<file path="src/rtl/core/rrts_pkg.sv">
// Package for the round-robin task scheduler.
// Holds defaults, code constants, request/result types and ctrl/datapath structs.
// No dependencies.
`default_nettype none

package rrts_pkg;

  localparam int MAX_TASKS_DEF = 16;
  localparam int TICK_BITS_DEF = 32;

  // configuration port
  localparam int CFG_IDX_W  = 1;
  localparam int CFG_DATA_W = 8;
  localparam logic [CFG_IDX_W-1:0] CFG_ENABLE = 1'd0;
  localparam logic [CFG_IDX_W-1:0] CFG_SLICE  = 1'd1;

  localparam logic       ENABLE_RST = 1'b1;
  localparam logic [7:0] SLICE_RST  = 8'd10;

  // operation codes
  localparam logic [2:0] FUNC_TICK  = 3'd0;
  localparam logic [2:0] FUNC_YIELD = 3'd1;
  localparam logic [2:0] FUNC_SPAWN = 3'd2;
  localparam logic [2:0] FUNC_EXIT  = 3'd3;
  localparam logic [2:0] FUNC_READ  = 3'd4;

  // result status codes
  localparam logic [1:0] STAT_DONE    = 2'd0;
  localparam logic [1:0] STAT_NO_FREE = 2'd1;
  localparam logic [1:0] STAT_IGNORED = 2'd2;

  // slot state codes
  localparam logic [1:0] SLOT_FREE  = 2'd0;
  localparam logic [1:0] SLOT_READY = 2'd1;
  localparam logic [1:0] SLOT_RUN   = 2'd2;

  typedef struct packed {
    logic [2:0] func;
    logic [3:0] task_index;
  } req_t;

  typedef struct packed {
    logic        switched;
    logic [3:0]  previous_task;
    logic [3:0]  current_task;
    logic [1:0]  status;
    logic [3:0]  new_task;
    logic [4:0]  task_count;
    logic [1:0]  read_state;
    logic [31:0] read_ticks;
  } rsp_t;

  typedef enum logic [3:0] {
    S_IDLE,
    S_DECODE,
    S_TICK_RD,
    S_TICK_WR,
    S_PICK,
    S_SPAWN,
    S_READ_CAP,
    S_FINISH
  } state_t;

  typedef struct packed {
    logic load_item;
    logic set_ignored;
    logic tick_rd;
    logic tick_wr;
    logic pick_start;
    logic exit_free;
    logic pick_step;
    logic spawn_start;
    logic spawn_step;
    logic read_rd;
    logic read_cap;
    logic out_load;
  } cmd_t;

  typedef struct packed {
    logic [2:0] func;
    logic       enable;
    logic       run_is_zero;
    logic       expired;
    logic       search_done;
    logic       spawn_done;
    logic       out_free;
  } stat_t;

endpackage

`default_nettype wire

</file>
<file path="src/rtl/core/rrts_ctrl.sv">
// Sequencer for the task scheduler: steps one request through its phases.
// Depends on rrts_pkg; drives rrts_dp through cmd_t, observes stat_t.
`default_nettype none

module rrts_ctrl
  import rrts_pkg::*;
(
  input  wire logic  clk,
  input  wire logic  rst,
  input  wire logic  in_valid,
  output logic       in_stall,
  input  wire stat_t stat,
  output cmd_t       cmd
);

  state_t state, state_next;

  always_ff @(posedge clk) begin
    if (rst) begin
      state <= S_IDLE;
    end else begin
      state <= state_next;
    end
  end

  always_comb begin
    state_next = state;
    unique case (state)
      S_IDLE: begin
        if (in_valid) state_next = S_DECODE;
      end
      S_DECODE: begin
        unique case (stat.func)
          FUNC_TICK:  state_next = stat.enable ? S_TICK_RD : S_FINISH;
          FUNC_YIELD: state_next = stat.enable ? S_PICK : S_FINISH;
          FUNC_SPAWN: state_next = S_SPAWN;
          FUNC_EXIT:  state_next = stat.run_is_zero ? S_FINISH : S_PICK;
          FUNC_READ:  state_next = S_READ_CAP;
          default:    state_next = S_FINISH;
        endcase
      end
      S_TICK_RD:  state_next = S_TICK_WR;
      S_TICK_WR:  state_next = stat.expired ? S_PICK : S_FINISH;
      S_PICK: begin
        if (stat.search_done) state_next = S_FINISH;
      end
      S_SPAWN: begin
        if (stat.spawn_done) state_next = S_FINISH;
      end
      S_READ_CAP: state_next = S_FINISH;
      S_FINISH: begin
        if (stat.out_free) state_next = S_IDLE;
      end
      default:    state_next = S_IDLE;
    endcase
  end

  always_comb begin
    cmd      = '0;
    in_stall = (state != S_IDLE);
    unique case (state)
      S_IDLE: cmd.load_item = in_valid;
      S_DECODE: begin
        unique case (stat.func)
          FUNC_TICK: begin
            if (!stat.enable) cmd.set_ignored = 1'b1;
          end
          FUNC_YIELD: begin
            if (stat.enable) cmd.pick_start  = 1'b1;
            else             cmd.set_ignored = 1'b1;
          end
          FUNC_SPAWN: cmd.spawn_start = 1'b1;
          FUNC_EXIT: begin
            if (stat.run_is_zero) begin
              cmd.set_ignored = 1'b1;
            end else begin
              cmd.exit_free  = 1'b1;
              cmd.pick_start = 1'b1;
            end
          end
          FUNC_READ: cmd.read_rd = 1'b1;
          default:   cmd.set_ignored = 1'b1;
        endcase
      end
      S_TICK_RD: cmd.tick_rd = 1'b1;
      S_TICK_WR: begin
        cmd.tick_wr    = 1'b1;
        cmd.pick_start = stat.expired;
      end
      S_PICK:     cmd.pick_step  = 1'b1;
      S_SPAWN:    cmd.spawn_step = 1'b1;
      S_READ_CAP: cmd.read_cap   = 1'b1;
      S_FINISH:   cmd.out_load   = stat.out_free;
      default:    cmd = '0;
    endcase
  end

endmodule

`default_nettype wire

</file>
<file path="src/rtl/core/rrts_dp.sv">
// Datapath for the task scheduler: slot table, tick memory, search pointer,
// config registers and the result register. Depends on rrts_pkg.
`default_nettype none

module rrts_dp
  import rrts_pkg::*;
#(
  parameter int MAX_TASKS = MAX_TASKS_DEF,
  parameter int TICK_BITS = TICK_BITS_DEF
) (
  input  wire logic                  clk,
  input  wire logic                  rst,
  input  wire logic                  cfg_write_en,
  input  wire logic [CFG_IDX_W-1:0]  cfg_index,
  input  wire logic [CFG_DATA_W-1:0] cfg_data,
  input  wire req_t                  in_data,
  output logic                       out_valid,
  input  wire logic                  out_stall,
  output rsp_t                       out_data,
  input  wire cmd_t                  cmd,
  output stat_t                      stat
);

  localparam int IDX_W = $clog2(MAX_TASKS);
  localparam int CNT_W = $clog2(MAX_TASKS + 1);
  localparam logic [IDX_W-1:0] LAST_IDX  = IDX_W'(MAX_TASKS - 1);
  localparam logic [IDX_W-1:0] LAST_STEP = IDX_W'(MAX_TASKS - 2);
  localparam logic [IDX_W-1:0] FIRST_SPAWN = IDX_W'(1);

  // configuration
  logic       enable;
  logic [7:0] slice_len;

  // scheduler state; a used slot other than run is ready
  logic [MAX_TASKS-1:0] used;
  logic [MAX_TASKS-1:0] tick_vld;
  logic [IDX_W-1:0]     run;
  logic [7:0]           slice_cnt;
  logic [CNT_W-1:0]     count;

  // search unit
  logic [IDX_W-1:0] ptr;
  logic [IDX_W-1:0] steps;

  // tick memory
  logic [TICK_BITS-1:0] mem [MAX_TASKS];
  logic [TICK_BITS-1:0] mem_rdata;
  logic                 mem_we;
  logic                 mem_re;
  logic [IDX_W-1:0]     mem_waddr;
  logic [IDX_W-1:0]     mem_raddr;
  logic [TICK_BITS-1:0] mem_wdata;

  // per-request result
  logic [2:0]       func_r;
  logic [3:0]       idx_r;
  logic [IDX_W-1:0] prev_r;
  logic             sw_r;
  logic [1:0]       status_r;
  logic [IDX_W-1:0] newt_r;
  logic [1:0]       rstate_r;
  logic [31:0]      rticks_r;

  // combinational helpers
  logic [TICK_BITS-1:0]    ticks_cur;
  logic [TICK_BITS-1:0]    ticks_inc;
  logic [7:0]              slice_inc;
  logic                    expired;
  logic [IDX_W-1:0]        ptr_next;
  logic [IDX_W-1:0]        run_plus;
  logic                    pick_hit;
  logic                    pick_last;
  logic                    spawn_hit;
  logic                    spawn_last;
  logic                    exit_mode;
  logic [IDX_W+3:0]        idx_wide;
  logic [IDX_W-1:0]        rd_addr;
  logic                    rd_in_range;
  logic [TICK_BITS+31:0]   rticks_wide;
  logic [1:0]              rstate_val;
  logic [IDX_W+3:0]        prev_wide;
  logic [IDX_W+3:0]        run_wide;
  logic [IDX_W+3:0]        newt_wide;
  logic [CNT_W+4:0]        count_wide;
  logic                    out_free;

  always_comb begin
    ticks_cur   = tick_vld[run] ? mem_rdata : '0;
    ticks_inc   = ticks_cur + TICK_BITS'(1);
    slice_inc   = slice_cnt + 8'd1;
    expired     = (slice_inc >= slice_len);
    ptr_next    = (ptr == LAST_IDX) ? '0 : ptr + IDX_W'(1);
    run_plus    = (run == LAST_IDX) ? '0 : run + IDX_W'(1);
    pick_hit    = used[ptr];
    pick_last   = (steps == LAST_STEP);
    spawn_hit   = !used[ptr];
    spawn_last  = (ptr == LAST_IDX);
    exit_mode   = (func_r == FUNC_EXIT);
    idx_wide    = (IDX_W+4)'(idx_r);
    rd_addr     = idx_wide[IDX_W-1:0];
    rd_in_range = (idx_wide < (IDX_W+4)'(MAX_TASKS));
    rticks_wide = (TICK_BITS+32)'(mem_rdata);
    if (!used[rd_addr])      rstate_val = SLOT_FREE;
    else if (rd_addr == run) rstate_val = SLOT_RUN;
    else                     rstate_val = SLOT_READY;
    prev_wide   = (IDX_W+4)'(prev_r);
    run_wide    = (IDX_W+4)'(run);
    newt_wide   = (IDX_W+4)'(newt_r);
    count_wide  = (CNT_W+5)'(count);
    out_free    = !out_valid || !out_stall;
  end

  always_comb begin
    stat.func        = func_r;
    stat.enable      = enable;
    stat.run_is_zero = (run == '0);
    stat.expired     = expired;
    stat.search_done = pick_hit || pick_last;
    stat.spawn_done  = spawn_hit || spawn_last;
    stat.out_free    = out_free;
  end

  // one port each way; tick update and spawn clear never overlap
  always_comb begin
    mem_we    = cmd.tick_wr || (cmd.spawn_step && spawn_hit);
    mem_waddr = cmd.tick_wr ? run : ptr;
    mem_wdata = cmd.tick_wr ? ticks_inc : '0;
    mem_re    = cmd.tick_rd || cmd.read_rd;
    mem_raddr = cmd.tick_rd ? run : rd_addr;
  end

  always_ff @(posedge clk) begin
    if (mem_we) mem[mem_waddr] <= mem_wdata;
    if (mem_re) mem_rdata <= mem[mem_raddr];
  end

  // control state
  always_ff @(posedge clk) begin
    if (rst) begin
      enable    <= ENABLE_RST;
      slice_len <= SLICE_RST;
      used      <= MAX_TASKS'(1);
      tick_vld  <= '0;
      run       <= '0;
      slice_cnt <= '0;
      count     <= CNT_W'(1);
      out_valid <= 1'b0;
    end else begin
      if (cfg_write_en) begin
        if (cfg_index == CFG_ENABLE) enable    <= cfg_data[0];
        if (cfg_index == CFG_SLICE)  slice_len <= cfg_data[7:0];
      end
      if (mem_we) tick_vld[mem_waddr] <= 1'b1;
      if (cmd.exit_free) begin
        used[run] <= 1'b0;
        count     <= count - CNT_W'(1);
      end
      if (cmd.spawn_step && spawn_hit) begin
        used[ptr] <= 1'b1;
        count     <= count + CNT_W'(1);
      end
      if (cmd.tick_wr) slice_cnt <= expired ? 8'd0 : slice_inc;
      if (cmd.pick_step) begin
        if (pick_hit) begin
          run       <= ptr;
          slice_cnt <= 8'd0;
        end else if (pick_last && exit_mode) begin
          run       <= '0;
          slice_cnt <= 8'd0;
        end
      end
      if (cmd.out_load)               out_valid <= 1'b1;
      else if (out_valid && !out_stall) out_valid <= 1'b0;
    end
  end

  // payload
  always_ff @(posedge clk) begin
    if (cmd.pick_start) begin
      ptr   <= run_plus;
      steps <= '0;
    end else if (cmd.spawn_start) begin
      ptr <= FIRST_SPAWN;
    end else if (cmd.pick_step || cmd.spawn_step) begin
      ptr   <= ptr_next;
      steps <= steps + IDX_W'(1);
    end

    if (cmd.load_item) begin
      func_r   <= in_data.func;
      idx_r    <= in_data.task_index;
      prev_r   <= run;
      sw_r     <= 1'b0;
      status_r <= STAT_DONE;
      newt_r   <= '0;
      rstate_r <= SLOT_FREE;
      rticks_r <= '0;
    end
    if (cmd.set_ignored) status_r <= STAT_IGNORED;
    if (cmd.pick_step && (pick_hit || (pick_last && exit_mode))) sw_r <= 1'b1;
    if (cmd.spawn_step) begin
      if (spawn_hit)       newt_r   <= ptr;
      else if (spawn_last) status_r <= STAT_NO_FREE;
    end
    if (cmd.read_cap && rd_in_range) begin
      rstate_r <= rstate_val;
      rticks_r <= tick_vld[rd_addr] ? rticks_wide[31:0] : 32'd0;
    end

    if (cmd.out_load) begin
      out_data.switched      <= sw_r;
      out_data.previous_task <= prev_wide[3:0];
      out_data.current_task  <= run_wide[3:0];
      out_data.status        <= status_r;
      out_data.new_task      <= newt_wide[3:0];
      out_data.task_count    <= count_wide[4:0];
      out_data.read_state    <= rstate_r;
      out_data.read_ticks    <= rticks_r;
    end
  end

endmodule

`default_nettype wire

</file>
<file path="src/rtl/core/round_robin_task_scheduler.sv">
// Round-robin time-slice task scheduler, top level.
// Requests that search walk the slots slot by slot, in round-robin order or as a
//   free-slot scan (one slot per cycle).
// Only one request is in flight: a new request is taken once the last one's result is loaded.
// Reset (rst, sync, active high): slot 0 running, others free, tick counts zero.
// Depends on rrts_pkg, rrts_ctrl, rrts_dp.
`default_nettype none

module round_robin_task_scheduler
  import rrts_pkg::*;
#(
  parameter int MAX_TASKS = MAX_TASKS_DEF,
  parameter int TICK_BITS = TICK_BITS_DEF
) (
  input  wire logic                  clk,
  input  wire logic                  rst,
  // register writes: 0 enable, 1 slice length
  input  wire logic                  cfg_write_en,
  input  wire logic [CFG_IDX_W-1:0]  cfg_index,
  input  wire logic [CFG_DATA_W-1:0] cfg_data,
  // request channel
  input  wire logic                  in_valid,
  output logic                       in_stall,
  input  wire req_t                  in_data,
  // result channel
  output logic                       out_valid,
  input  wire logic                  out_stall,
  output rsp_t                       out_data
);

  // The controller walks each request through decode, tick memory
  // read-modify-write, slot search, spawn scan or read capture, and
  // finish. The datapath keeps the slot table as a used-bit vector plus
  // the running slot index; any used slot that is not running is ready.
  // Tick counts live in a memory with one read and one write port and
  // per-slot valid bits, so never-written slots read as zero. The result
  // register lets a new request be taken while the previous result still waits.
  cmd_t  cmd;
  stat_t stat;

  rrts_ctrl u_ctrl (
    .clk      (clk),
    .rst      (rst),
    .in_valid (in_valid),
    .in_stall (in_stall),
    .stat     (stat),
    .cmd      (cmd)
  );

  rrts_dp #(
    .MAX_TASKS (MAX_TASKS),
    .TICK_BITS (TICK_BITS)
  ) u_dp (
    .clk          (clk),
    .rst          (rst),
    .cfg_write_en (cfg_write_en),
    .cfg_index    (cfg_index),
    .cfg_data     (cfg_data),
    .in_data      (in_data),
    .out_valid    (out_valid),
    .out_stall    (out_stall),
    .out_data     (out_data),
    .cmd          (cmd),
    .stat         (stat)
  );

endmodule

`default_nettype wire
</file>
<file path="config.mk">
export PLATFORM = sky130hd
export DESIGN_NAME = round_robin_task_scheduler
export DESIGN_NICKNAME = d
export VERILOG_FILES = /design/src/rtl/core/rrts_pkg.sv /design/src/rtl/core/rrts_ctrl.sv /design/src/rtl/core/rrts_dp.sv /design/src/rtl/core/round_robin_task_scheduler.sv
export SDC_FILE = /design/constraint.sdc
export NUM_CORES = 1
export LEC_CHECK = 0
export BUFFER_PORTS_ARGS = -buffer_cell sky130_fd_sc_hd__buf_2
export CAP_MARGIN = 0
export CORE_ASPECT_RATIO = 0.7
export CORE_MARGIN = 10
export CORE_UTILIZATION = 61
export DETAILED_ROUTE_END_ITERATION = 8
export PLACE_DENSITY_LB_ADDON = 0.1
export SYNTH_ARGS = -nofsm -noshare
export SYNTH_HDL_FRONTEND = slang
export SYNTH_SLANG_ARGS = --single-unit
export TNS_END_PERCENT = 30
</file>
<file path="constraint.sdc">
create_clock -name clk -period 4.9 [get_ports clk]
set_input_delay 0.98 -clock clk [delete_from_list [all_inputs] [get_ports clk]]
set_output_delay 0.98 -clock clk [all_outputs]
set_load 0.01 [all_outputs]
</file>
==> metrics.txt <==
total gr overflow=0; total power divided by cell area=478 mW/mm²; worst r2r src=u_dp.run[1]; antenna-violating nets left=0; DR pass1 iterations=8; Worst Path Required=5210 ps; Cell Chain, Critical Path=mux4_2 -> mux2i_1 -> mux2i_1 -> and2_1 -> ha_1 -> nand3_1 -> or3_1 -> nor3_1 -> buf_4 -> nand2_1 -> xor2_1 -> nor2_1; via count=18400; Remaining DRCs=0; register area share after synthesis=70.7%; Top FF cell, synth=edfxtp_1; first-pass GRT wire length=106000 µm; Clock Latency Late Sink=620 ps; Power Total=15.8 mW; HP Class=reg2reg; IO Port Bufs=76; Leakage=12.4 nW; run status=completed; combinational group share of total power=20.3%; Die Y=204 µm; routed wire length=70100 µm; Resize count post-CTS=0; initial antenna violation count=0; Worst path max stage delay=740 ps; Initial Util=61.8%; Worst Skew=22.8 ps; Multi-input gate area=0.00827 mm²; cts bufs inserted=68; DR iter-0 viols=2347; syn_nets=2303; Worst slew margin=18.4%; Final setup viols=0; layout cells sized above 1=11.7%; worst-path maximum fanout=16; CTS Hold Bufs=0; FMAX=0.232 GHz; Final Hold Viols=0; endpoint class of the critical path=flop; TNS Setup=0 ps; Simple-Gate Fraction of Synth Area=13.5%; Peak VDD IR=0.366 mV; RSZ-0062 raised after global routing=false; switching pwr=4.81 mW; Max stage delay cell, worst path=dfxtp_1; Synth Register Bits=720; Syn. warnings=0; # diodes=0; Pint=11.0 mW; kind of critical path=reg2reg; commonest cells in the netlist=edfxtp_1 (647), nand2_1 (537), nand3_1 (124), nor2_1 (121), mux2i_1 (113); Adder-Cell Fraction of Synth Area=1.04%; H-tree levels=3; Final nets=2387; final slew viol count=0; CTS tree=yes; Worst Path Arrival=4620 ps; vias in the first global route=17500; Synth area leaders=edfxtp_1 (66%), nand2_1 (6.8%), dfxtp_1 (4.9%); leading area contributor after synthesis=edfxtp_1; core outline area=0.0479 mm²; vias per cell=6.03; layout overhead on the synthesized area=12.0%; pin count of the biggest net entering global routing=139; Sequential Power Share=47.9%; Placer Congestion=0.900; post-synth cell types=63; Yosys top cell area share=65.7%; routed len/inst=23.0 µm; Worst Setup Start Kind=flop; Worst Setup SP=u_dp.run[1]; Row Count=67; complex-gate fraction of the synthesized area=6.12%; largest family of logic cells by synthesized area=simple AND/OR/NAND/NOR gates; total setup buffers inserted after CTS=0; non-filler instance count after layout=3052; Mapped Cells=2258; Max Buffers Root-to-Sink=3; Reg area=0.0209 mm²; Fillers=3306; flop2flop setup slack=580 ps; R2R depth=12; dpl cells=2926; crit-path most repeated cell=mux2i_1; worst slew pin tran=1220 ps; Final period util=88.1%; synthesized area=0.0296 mm²; I/O Pins=77; Max-cap violations=0; Die Wd=283 µm; syn avg cell area=13.1 µm²; mux cell area share after synthesis=5.12%; Final min period=4320 ps; Net Sw Frac=30.4%; clock power share=31.8%; Die ar.=0.0578 mm²; EDFF count, synth=647; reg2reg end=u_dp.mem[5][28]; # clock sinks=720; asr flop ratio synth=0%; Post-Synth XOR/XNOR Area=1.45%; CTS Root Cell=clkbuf_16; Worst Setup EP=u_dp.mem[5][28]; detailed placer's ending HPWL=40300 µm; clock slew seen by the registers of the worst setup and hold paths=60 ps; top-count cell post-synth=edfxtp_1; GRT Total Usage=24.1%
## logic make-up (layout without fill, tap and decap cells)
logic type	after synthesis	in the layout
AOI/OAI and AO/OA	271	271
xor gates and xnor gates	49	49
adders and majority gates	24	24
buffers and inverters	144	283
DFF	720	720
muxes	132	132
and+or+nand+nor	918	918
## layer usage
layer  vias up  share of wire [%]  track usage [%]
li1       8428                  -                -
met1      8968                 43             35.1
met2       899                 44             36.0
met3       103                 11             6.11
met4         0                2.0             6.09
met5         -                  0                0
## cell usage in the layout (no fill, tap or decap), types with 39 or more instances in the layout
cell / n
edfxtp_1: 647
nand2_1: 537
nand3_1: 124
mux2i_1: 111
nor2_1: 102
o21ai_0: 96
buf_2: 76
dfxtp_1: 73
clkbuf_16: 71
buf_4: 52
and2_1: 39
## metrics by stage
stage                     hold slack [ps]  worst slack [ps]  util, %  cell area [µm²]
after floorplan                       400               654        -            29600
after global placement                402               724     64.7            31000
after detailed placement              405               619     64.7            31000
after CTS                             418               612     69.1            33100
after global routing                  423               310     69.1            33100
final                                 417               582     69.1            33100
## registers in the layout, summed over array words and instances, names as in the netlist
name / count
u_dp.mem: 512
u_dp.out_data: 54
u_dp.mem_rdata: 32
u_dp.rticks_r: 32
u_dp.tick_vld: 16
u_dp.used: 16
u_dp.slice_cnt: 8
u_dp.slice_len: 8
u_dp.count: 5
u_dp.idx_r: 4
u_dp.newt_r: 4
u_dp.prev_r: 4
u_dp.ptr: 4
u_dp.run: 4
u_dp.steps: 4
u_ctrl.state: 3
u_dp.func_r: 3
u_dp.rstate_r: 2
u_dp.status_r: 2
u_dp.enable: 1
u_dp.out_valid: 1
u_dp.sw_r: 1
## power by group through the flow
stage          Clock [mW]  Sequential (mW)  Combinational [mW]
3_5_place_dp            0             7.70                3.16
2_1_floorplan           0             7.49                2.26
5_1_grt              5.36             7.62                3.50
4_1_cts              5.10             7.57                3.18
3_3_place_gp            0             7.68                3.09
6_report             5.03             7.58                3.21
## critical path: cells and delay by family (launching register included)
kind / cells / cell delay, ps
fa+ha+maj: 1 / 190
buf+inv: 1 / 200
mux: 3 / 760
xor+xnor: 1 / 150
flops: 1 / 740
simple gates: 6 / 1960
## worst min-delay path by stage
stage / slack [ps] / start / end / cells past startpoint
6_report: 420 / u_dp.rticks_r[13] / u_dp.out_data[13] / 0
5_1_grt: 420 / u_dp.rticks_r[7] / u_dp.out_data[7] / 0
4_1_cts: 420 / u_dp.rticks_r[14] / u_dp.out_data[14] / 0
3_5_place_dp: 400 / u_dp.rticks_r[13] / u_dp.out_data[13] / 0
3_3_place_gp: 400 / u_dp.rticks_r[5] / u_dp.out_data[5] / 0
2_1_floorplan: 400 / u_dp.rticks_r[0] / u_dp.out_data[0] / 0
## final cells by class
class	instances	share of cell area (%)
inverters	21	0.238
clock inverters	33	0.696
clock buffers	92	5.67
multi-input cells	1394	25.0
flip-flops and latches	720	63.1
well taps	655	2.48
repair buffers	137	2.83
Power figures use the tool's default switching activity.
